===== config.mk =====
export PLATFORM = sky130hd
export DESIGN_NAME = lf_pulse_width_triple_vote_decoder_flat
export DESIGN_NICKNAME = d
export VERILOG_FILES = /design/src/design/lfpw_pkg.sv /design/src/design/lfpw_if.sv /design/src/design/lfpw_cfg_regs.sv /design/src/design/lfpw_decode_core.sv /design/src/design/lfpw_out_buffer.sv /design/src/design/lf_pulse_width_triple_vote_decoder.sv /design/src/flat_wrapper.sv
export SDC_FILE = /design/constraint.sdc
export NUM_CORES = 1
export LEC_CHECK = 0
export ABC_AREA = 1
export BUFFER_PORTS_ARGS = -buffer_cell sky130_fd_sc_hd__buf_2
export CAP_MARGIN = 20
export CORE_ASPECT_RATIO = 1.2
export CORE_MARGIN = 4
export CORE_UTILIZATION = 45
export DETAILED_ROUTE_END_ITERATION = 8
export SLEW_MARGIN = 20
export SYNTH_ARGS = -nofsm -noshare
export SYNTH_HDL_FRONTEND = slang
export SYNTH_SLANG_ARGS = --single-unit

===== constraint.sdc =====
create_clock -name clk -period 9.25 [get_ports clk]
set_clock_uncertainty 0.15 [all_clocks]
set_input_delay 1.85 -clock clk [delete_from_list [all_inputs] [get_ports clk]]
set_output_delay 1.85 -clock clk [all_outputs]
set_load 0.03 [all_outputs]

===== src/design/lfpw_pkg.sv =====
package lfpw_pkg;

  localparam int WIDTH_W    = 8;
  localparam int BYTE_W     = 8;
  localparam int BITPOS_W   = 3;
  localparam int CFG_IDX_W  = 2;
  localparam int CFG_DATA_W = 8;

  // Register indexes on the configuration channel.
  localparam logic [CFG_IDX_W-1:0] CFG_MIN_WIDTH = 2'd0;
  localparam logic [CFG_IDX_W-1:0] CFG_MID_WIDTH = 2'd1;
  localparam logic [CFG_IDX_W-1:0] CFG_MAX_WIDTH = 2'd2;

  localparam logic [WIDTH_W-1:0] MIN_WIDTH_RESET = 8'd13;
  localparam logic [WIDTH_W-1:0] MID_WIDTH_RESET = 8'd23;
  localparam logic [WIDTH_W-1:0] MAX_WIDTH_RESET = 8'd40;

  // Operation codes of an input transaction.
  localparam logic OP_EDGE    = 1'b0;
  localparam logic OP_TIMEOUT = 1'b1;

  localparam logic [BYTE_W-1:0]   BIT_MASK_MSB = 8'h80;
  localparam logic [BITPOS_W-1:0] BITPOS_LAST  = 3'd7;

  typedef struct packed {
    logic [WIDTH_W-1:0] min_width;
    logic [WIDTH_W-1:0] mid_width;
    logic [WIDTH_W-1:0] max_width;
  } cfg_t;

  typedef struct packed {
    logic              valid;
    logic [BYTE_W-1:0] code_byte;
  } result_t;

endpackage


===== src/design/lfpw_if.sv =====
interface lfpw_in_if import lfpw_pkg::*; ();
  logic               valid;
  logic               ready;
  logic               operation;
  logic [WIDTH_W-1:0] interval;

  modport source (output valid, output operation, output interval, input ready);
  modport sink   (input valid, input operation, input interval, output ready);
endinterface

interface lfpw_out_if import lfpw_pkg::*; ();
  logic              valid;
  logic              ready;
  logic [BYTE_W-1:0] code_byte;

  modport source (output valid, output code_byte, input ready);
  modport sink   (input valid, input code_byte, output ready);
endinterface

interface lfpw_cfg_if import lfpw_pkg::*; ();
  logic                  valid;
  logic                  ready;
  logic [CFG_IDX_W-1:0]  index;
  logic [CFG_DATA_W-1:0] data;

  modport source (output valid, output index, output data, input ready);
  modport sink   (input valid, input index, input data, output ready);
endinterface


===== src/design/lfpw_cfg_regs.sv =====
module lfpw_cfg_regs import lfpw_pkg::*; (
  input  logic     clk,
  input  logic     rst,
  lfpw_cfg_if.sink cfg,
  output cfg_t     regs
);

  assign cfg.ready = 1'b1;

  // Writes to an index beyond the three registers are dropped.
  always_ff @(posedge clk) begin
    if (rst) begin
      regs.min_width <= MIN_WIDTH_RESET;
      regs.mid_width <= MID_WIDTH_RESET;
      regs.max_width <= MAX_WIDTH_RESET;
    end else if (cfg.valid && cfg.ready) begin
      case (cfg.index)
        CFG_MIN_WIDTH: regs.min_width <= cfg.data;
        CFG_MID_WIDTH: regs.mid_width <= cfg.data;
        CFG_MAX_WIDTH: regs.max_width <= cfg.data;
        default: ;
      endcase
    end
  end

endmodule


===== src/design/lfpw_decode_core.sv =====
module lfpw_decode_core import lfpw_pkg::*; #(
  parameter int FRAME_COPIES = 3
) (
  input  logic               clk,
  input  logic               rst,
  input  logic               accept,
  input  logic               operation,
  input  logic [WIDTH_W-1:0] interval,
  input  cfg_t               regs,
  output result_t            result
);

  localparam int CIDX_W = $clog2(FRAME_COPIES);
  localparam logic [CIDX_W-1:0] CIDX_LAST = CIDX_W'(FRAME_COPIES - 1);

  typedef enum logic [1:0] {
    PHASE_IDLE      = 2'b01,
    PHASE_RECEIVING = 2'b10
  } phase_t;

  phase_t              phase, phase_next;
  logic [BITPOS_W-1:0] bit_position, bit_position_next;
  logic [CIDX_W-1:0]   copy_index, copy_index_next;
  logic [BYTE_W-1:0]   copy_bytes [FRAME_COPIES];
  logic [BYTE_W-1:0]   copy_bytes_next [FRAME_COPIES];
  logic [BYTE_W-1:0]   last_reported, last_reported_next;

  always_comb begin
    logic [BYTE_W-1:0] mask;
    logic [CIDX_W-1:0] cur;
    logic              agree;
    phase_next         = phase;
    bit_position_next  = bit_position;
    copy_index_next    = copy_index;
    copy_bytes_next    = copy_bytes;
    last_reported_next = last_reported;
    result             = '0;
    mask               = BIT_MASK_MSB >> bit_position;
    cur                = (int'(copy_index) >= FRAME_COPIES) ? '0 : copy_index;
    agree              = 1'b0;
    if (accept) begin
      if (operation == OP_TIMEOUT) begin
        phase_next = PHASE_IDLE;
      end else if (phase != PHASE_RECEIVING) begin
        // The arming edge starts a fresh frame; its interval means nothing.
        for (int k = 0; k < FRAME_COPIES; k++) begin
          copy_bytes_next[k] = '0;
        end
        bit_position_next = '0;
        copy_index_next   = '0;
        phase_next        = PHASE_RECEIVING;
      end else if (interval < regs.min_width || interval > regs.max_width) begin
        phase_next = PHASE_IDLE;
      end else begin
        if (interval > regs.mid_width) begin
          copy_bytes_next[cur] = copy_bytes[cur] | mask;
        end else begin
          copy_bytes_next[cur] = copy_bytes[cur] & ~mask;
        end
        copy_index_next = cur;
        if (bit_position != BITPOS_LAST) begin
          bit_position_next = bit_position + 1'b1;
        end else begin
          bit_position_next = '0;
          if (cur != CIDX_LAST) begin
            copy_index_next = cur + 1'b1;
          end else begin
            // Last bit of the last copy: vote over all copies.
            phase_next      = PHASE_IDLE;
            copy_index_next = '0;
            agree           = (copy_bytes_next[0] != '0);
            for (int k = 1; k < FRAME_COPIES; k++) begin
              if (copy_bytes_next[k] != copy_bytes_next[0]) begin
                agree = 1'b0;
              end
            end
            if (!agree) begin
              for (int k = 0; k < FRAME_COPIES; k++) begin
                copy_bytes_next[k] = '0;
              end
            end else if (copy_bytes_next[0] != last_reported) begin
              last_reported_next = copy_bytes_next[0];
              result.valid       = 1'b1;
              result.code_byte   = copy_bytes_next[0];
            end
          end
        end
      end
    end
  end

  always_ff @(posedge clk) begin
    if (rst) begin
      phase         <= PHASE_IDLE;
      bit_position  <= '0;
      copy_index    <= '0;
      last_reported <= '0;
      for (int k = 0; k < FRAME_COPIES; k++) begin
        copy_bytes[k] <= '0;
      end
    end else begin
      phase         <= phase_next;
      bit_position  <= bit_position_next;
      copy_index    <= copy_index_next;
      last_reported <= last_reported_next;
      copy_bytes    <= copy_bytes_next;
    end
  end

endmodule


===== src/design/lfpw_out_buffer.sv =====
module lfpw_out_buffer import lfpw_pkg::*; (
  input  logic        clk,
  input  logic        rst,
  input  result_t     result,
  output logic        space,
  lfpw_out_if.source  codes
);

  logic              out_valid;
  logic [BYTE_W-1:0] out_byte;
  logic              skid_valid;
  logic [BYTE_W-1:0] skid_byte;

  // A new result can always be held while the skid stage is empty.
  assign space           = !skid_valid;
  assign codes.valid     = out_valid;
  assign codes.code_byte = out_byte;

  always_ff @(posedge clk) begin
    if (rst) begin
      out_valid  <= 1'b0;
      skid_valid <= 1'b0;
    end else if (out_valid && !codes.ready) begin
      if (result.valid) begin
        skid_valid <= 1'b1;
      end
    end else if (skid_valid) begin
      out_valid  <= 1'b1;
      skid_valid <= 1'b0;
    end else begin
      out_valid <= result.valid;
    end
  end

  always_ff @(posedge clk) begin
    if (out_valid && !codes.ready) begin
      if (result.valid) begin
        skid_byte <= result.code_byte;
      end
    end else if (skid_valid) begin
      out_byte <= skid_byte;
    end else if (result.valid) begin
      out_byte <= result.code_byte;
    end
  end

endmodule


===== src/design/lf_pulse_width_triple_vote_decoder.sv =====
// Pulse-width bit decoder with repeated-copy voting. Each transaction on
// events is a rising edge (operation 0, interval = timer ticks since the
// previous edge) or a timer-overflow timeout (operation 1). The first edge
// after idle arms the decoder; each later edge gives one bit, MSB first, set
// when the interval is above mid_width. An interval below min_width or above
// max_width aborts the frame, and a timeout returns the decoder to idle.
// After FRAME_COPIES bytes, the byte is sent on codes if all copies agree,
// are nonzero and differ from the last byte sent. The block takes one event
// transaction every cycle while the skid register is empty. A result is
// held in a two-entry output stage (output register plus skid register),
// which lets events keep flowing while codes is stalled until the skid
// register is full. Configuration writes on cfg take effect in the cycle
// after the transaction and are always accepted.
module lf_pulse_width_triple_vote_decoder import lfpw_pkg::*; #(
  parameter int FRAME_COPIES = 3
) (
  input  logic       clk,
  input  logic       rst,
  lfpw_in_if.sink    events,
  lfpw_out_if.source codes,
  lfpw_cfg_if.sink   cfg
);

  cfg_t    regs;
  result_t result;
  logic    space;
  logic    accept;

  // Events are taken whenever the output stage can hold one more result.
  assign events.ready = space;
  assign accept       = events.valid && space;

  lfpw_cfg_regs u_cfg_regs (
    .clk  (clk),
    .rst  (rst),
    .cfg  (cfg),
    .regs (regs)
  );

  // Frame state and the per-edge decode, compare and vote logic.
  lfpw_decode_core #(
    .FRAME_COPIES (FRAME_COPIES)
  ) u_decode_core (
    .clk       (clk),
    .rst       (rst),
    .accept    (accept),
    .operation (events.operation),
    .interval  (events.interval),
    .regs      (regs),
    .result    (result)
  );

  // Result register and skid stage in front of the codes channel.
  lfpw_out_buffer u_out_buffer (
    .clk    (clk),
    .rst    (rst),
    .result (result),
    .space  (space),
    .codes  (codes)
  );

endmodule


===== src/flat_wrapper.sv =====
// flat-port wrapper written by rule: the top's interface ports become plain ports
module lf_pulse_width_triple_vote_decoder_flat import lfpw_pkg::*;
#(
  parameter int FRAME_COPIES = 3
)
  (clk, rst, events_valid, events_operation, events_interval, events_ready, codes_valid, codes_code_byte, codes_ready, cfg_valid, cfg_index, cfg_data, cfg_ready);
  lfpw_in_if events_i ();
  lfpw_out_if codes_i ();
  lfpw_cfg_if cfg_i ();
  input  logic clk;
  input  logic rst;
  input wire logic [$bits(events_i.valid)-1:0] events_valid;
  input wire logic [$bits(events_i.operation)-1:0] events_operation;
  input wire logic [$bits(events_i.interval)-1:0] events_interval;
  output wire logic [$bits(events_i.ready)-1:0] events_ready;
  output wire logic [$bits(codes_i.valid)-1:0] codes_valid;
  output wire logic [$bits(codes_i.code_byte)-1:0] codes_code_byte;
  input wire logic [$bits(codes_i.ready)-1:0] codes_ready;
  input wire logic [$bits(cfg_i.valid)-1:0] cfg_valid;
  input wire logic [$bits(cfg_i.index)-1:0] cfg_index;
  input wire logic [$bits(cfg_i.data)-1:0] cfg_data;
  output wire logic [$bits(cfg_i.ready)-1:0] cfg_ready;
  assign events_i.valid = events_valid;
  assign events_i.operation = events_operation;
  assign events_i.interval = events_interval;
  assign events_ready = events_i.ready;
  assign codes_valid = codes_i.valid;
  assign codes_code_byte = codes_i.code_byte;
  assign codes_i.ready = codes_ready;
  assign cfg_i.valid = cfg_valid;
  assign cfg_i.index = cfg_index;
  assign cfg_i.data = cfg_data;
  assign cfg_ready = cfg_i.ready;
  lf_pulse_width_triple_vote_decoder #(.FRAME_COPIES(FRAME_COPIES)) u_core (.clk(clk), .rst(rst), .events(events_i), .codes(codes_i), .cfg(cfg_i));
endmodule

==> run summary <==
The run finished with clean final reports. The clock network latency to the later pin of the worst-skew pair was 340 ps. TritonCTS built the clock tree.

The number of placed instances, taps included, is 1066. After detailed routing, the number of vias per cell comes to 5.24. The vertical extent of the die works out to 131 microns. In this run the count of I/O pins placed on the die edge is 35. The number of antenna-violating nets in the routed design is 0. The number of synthesized flops with an enable pin is 16, and the average cell area after synthesis is 6.26 sq um. Number of sinks on the clock net: 81.

The final critical path time including I/O delays and setup was 5640 ps. Clock-pin slew was measured on the worst setup and hold paths at 70 ps. Compared with the post-synthesis result, the final layout area differs by 8.82%. The tools report the sum of net half-perimeters after detailed placement as 11600 microns.

The number of hold violations in the final report is 0. The final worst-path cycle share was 60.9%. At the end of routability-driven placement, the weighted congestion stood at 0.890.

The number of flip-flops and latches in the synthesized netlist was 81; the cell area power density was 160 nW/um^2. For this block, the via count after detailed routing is 5665. The final non-filler cell total is 1082, and the post-CTS repair timing setup buffer count is 0. In this run the clock root is driven by a clkbuf_16. After floorplanning, the core was divided into 44 placement rows. nand2_1 is the most common cell in the netlist.

In this run the tightest slew margin relative to its limit is 27.7%. The longest clock path from root to sink contains 2 buffers. The tools report the distinct cell type count of the synthesized netlist as 40. The biggest fanout along the worst timing path was 48.

After synthesis, the largest area contributor takes up 23.7% of total cell area. The tools report the worst-case vdd ir drop as 79.7 uV. The number of detailed-route iterations in the first pass is 5. The proportion of synthesized chip area in sequential cells is 31.5%. Counting flops with an async set or reset pin after synthesis yields a share of 0%. TritonCTS created 9 clock buffers.

Summed over all layers, the global routing overflow is 0. The largest area contributor in the synthesized netlist is nand2_1. The number of setup violations in the final report is 0, and the die outline width is 110 microns.

Hold repair after CTS inserted 0 buffers. The run gives 0 as the number of antenna violations at the first check in global routing. The min-delay analysis places its worst path in the category reg -> reg.

Input and output buffers added on the ports amount to 33. Setup total negative slack on the finished layout was measured at 0 ps. Setup repair after global routing left no endpoint under its margin. The maximum number of pins on one net before global-route repair came out at 49.

Leading register cell type out of synthesis: dfxtp_1. The initial utilization of the core area, before any placement, comes to 46.3%. The run gives 9070 ps as the required time at the endpoint of the critical path. Yosys attributes the largest share of cell area to nand2_1 24%, dfxtp_1 23%, edfxtp_1 8.5%. The data arrival time at the worst-slack endpoint is 5460 ps, and the die area is 14500 sq um. By count the netlist is led by 358 x nand2_1, 97 x inv_1, 93 x nand3_1. The first-pass GRT wire length is 25800 microns, and the antenna cell count is 0. When the netlist entered floorplanning its net count stood at 960.

In this run, the number of DRC markers left after iteration 0 of detailed routing was 416. The area of the placeable core was 12200 sq um; the overall fraction of global-route tracks in use was 22.3%. For this run, the top clock speed supported by timing is 177 MHz. The pin slew with the least headroom to its limit is 1080 ps, and the wire length per cell after detailed routing is 14.8 microns.

Max-cap violations in this run came to 0. Kind of end point of the critical path: a flip-flop. The leakage power is 0.00297 uW. Summed over all layers, the routed wires come to 16000 microns.

The fraction of layout cells with a size suffix above 1 was 8.79%; the maximum level of the CTS H-tree was 3. Worst setup path category: in -> reg. The number of gates given a new drive strength after cts came out at 0. The count of pins over their slew limit was 0; the number of cells produced by synthesis was 904. The worst setup path is launched from an input pin.

For this run, design rule violations remaining after detail routing come to 0. For this run, the number of Yosys warnings is 0. After layout, the design draws a total of 986 uW. The tools report the post-layout net count as 972. The number of global-route vias before repair was 5371. In this run the cell area of the synthesized design comes to 5660 sq um.
## per-stage QoR
stage / setup WS, ps / hold WS (ps) / utilization, % / instance area, sq um
after detailed placement: 3290 / 294 / 48.0 / 5870
final: 3610 / 301 / 50.4 / 6160
after global routing: 3190 / 336 / 50.4 / 6160
after CTS: 3640 / 304 / 50.4 / 6160
after global placement: 3470 / 287 / 48.0 / 5870
after floorplan: 4540 / 278 / - / 5660
## area by class of cell
cell class | count | area, sq um
Clock inverter | 6 | 67.6
Clock buffer | 10 | 229
Inverter | 102 | 385
Fill cell | 1308 | 6060
Sequential cell | 81 | 1780
Tap cell | 161 | 201
Timing Repair Buffer | 36 | 188
Multi-Input combinational cell | 686 | 3310
## cells in the final DEF (no fill, tap or decap), types with 2 or more instances in the layout
cell type,synthesis,layout
clkinv_4,0,2
o21ai_0,22,22
nor3_1,5,5
buf_4,6,3
o21ai_1,9,9
inv_1,97,97
clkbuf_16,0,9
nand3_2,2,2
buf_2,6,33
dfxtp_1,65,65
a211oi_1,3,3
o211ai_1,7,7
nor2_1,46,46
nand2_1,358,358
a21oi_1,71,71
nand2_2,6,6
nor2_2,4,4
inv_2,3,3
or2_2,8,8
edfxtp_1,16,16
ha_1,32,32
clkinv_1,1,2
nand2_4,2,2
nand3_1,93,93
nand4_1,6,6
## routing by layer
metal / global-route usage [%] / wire (microns)
met5: 0 / 0
met4: 12.6 / 711
met3: 2.99 / 649
met2: 40.7 / 7840
met1: 25.1 / 6820
## critical path, stage by stage
cell and delay [ps]:
buf_2 120, ha_1 290, nand2_1 110, nor2_4 160, nand4_4 260, nand2_2 720
o21ai_1 330, nand2_1 120, nand2_1 70, nand2_1 60, nor2_1 50, nand2_1 60
nand2_1 50, nor2_2 320, nand2_4 170, a21oi_1 660
## flip-flops by register name, indices dropped and copies added, names as in the netlist
signal,count
u_core.u_out_buffer.skid_valid,1
u_core.u_decode_core.bit_position,3
u_core.u_out_buffer.codes.code_byte,8
u_core.u_decode_core.phase,2
u_core.u_decode_core.copy_bytes,24
u_core.u_decode_core.copy_index,2
u_core.u_cfg_regs.regs,24
u_core.u_out_buffer.skid_byte,8
u_core.u_decode_core.last_reported,8
u_core.u_out_buffer.codes.valid,1
## cells by family (layout without fill, tap and decap cells)
family	count (synthesis)	after routing	synth area share, %
buf+inv	137	154	10.2
compound gates	117	117	11.0
other cells	1	1	0.0662
simple gates	535	535	40.0
xor+xnor	1	1	0.155
flops	81	81	31.5
fa+ha+maj	32	32	7.07
## power by group
part / total (uW) / internal, uW / switching, uW
Clock: 364 / 210 / 154
Sequential: 368 / 366 / 2.71
Combinational: 253 / 75.7 / 178
Total: 986 / 652 / 334
## path summary, 6_finish.rpt
check                                              startpoint                                     end  slack (ps)  cells past startpoint
worst min register to register  u_core.u_decode_core.phase[1]           u_core.u_decode_core.phase[1]         300                      2
worst max-delay path                       events_interval[7]  u_core.u_out_buffer.codes.code_byte[4]        3610                     16
worst min-delay path            u_core.u_decode_core.phase[1]           u_core.u_decode_core.phase[1]         300                      2
worst max register to register     u_core.u_cfg_regs.regs[15]  u_core.u_out_buffer.codes.code_byte[4]        4900                     16
Power figures use the tool's default switching activity.
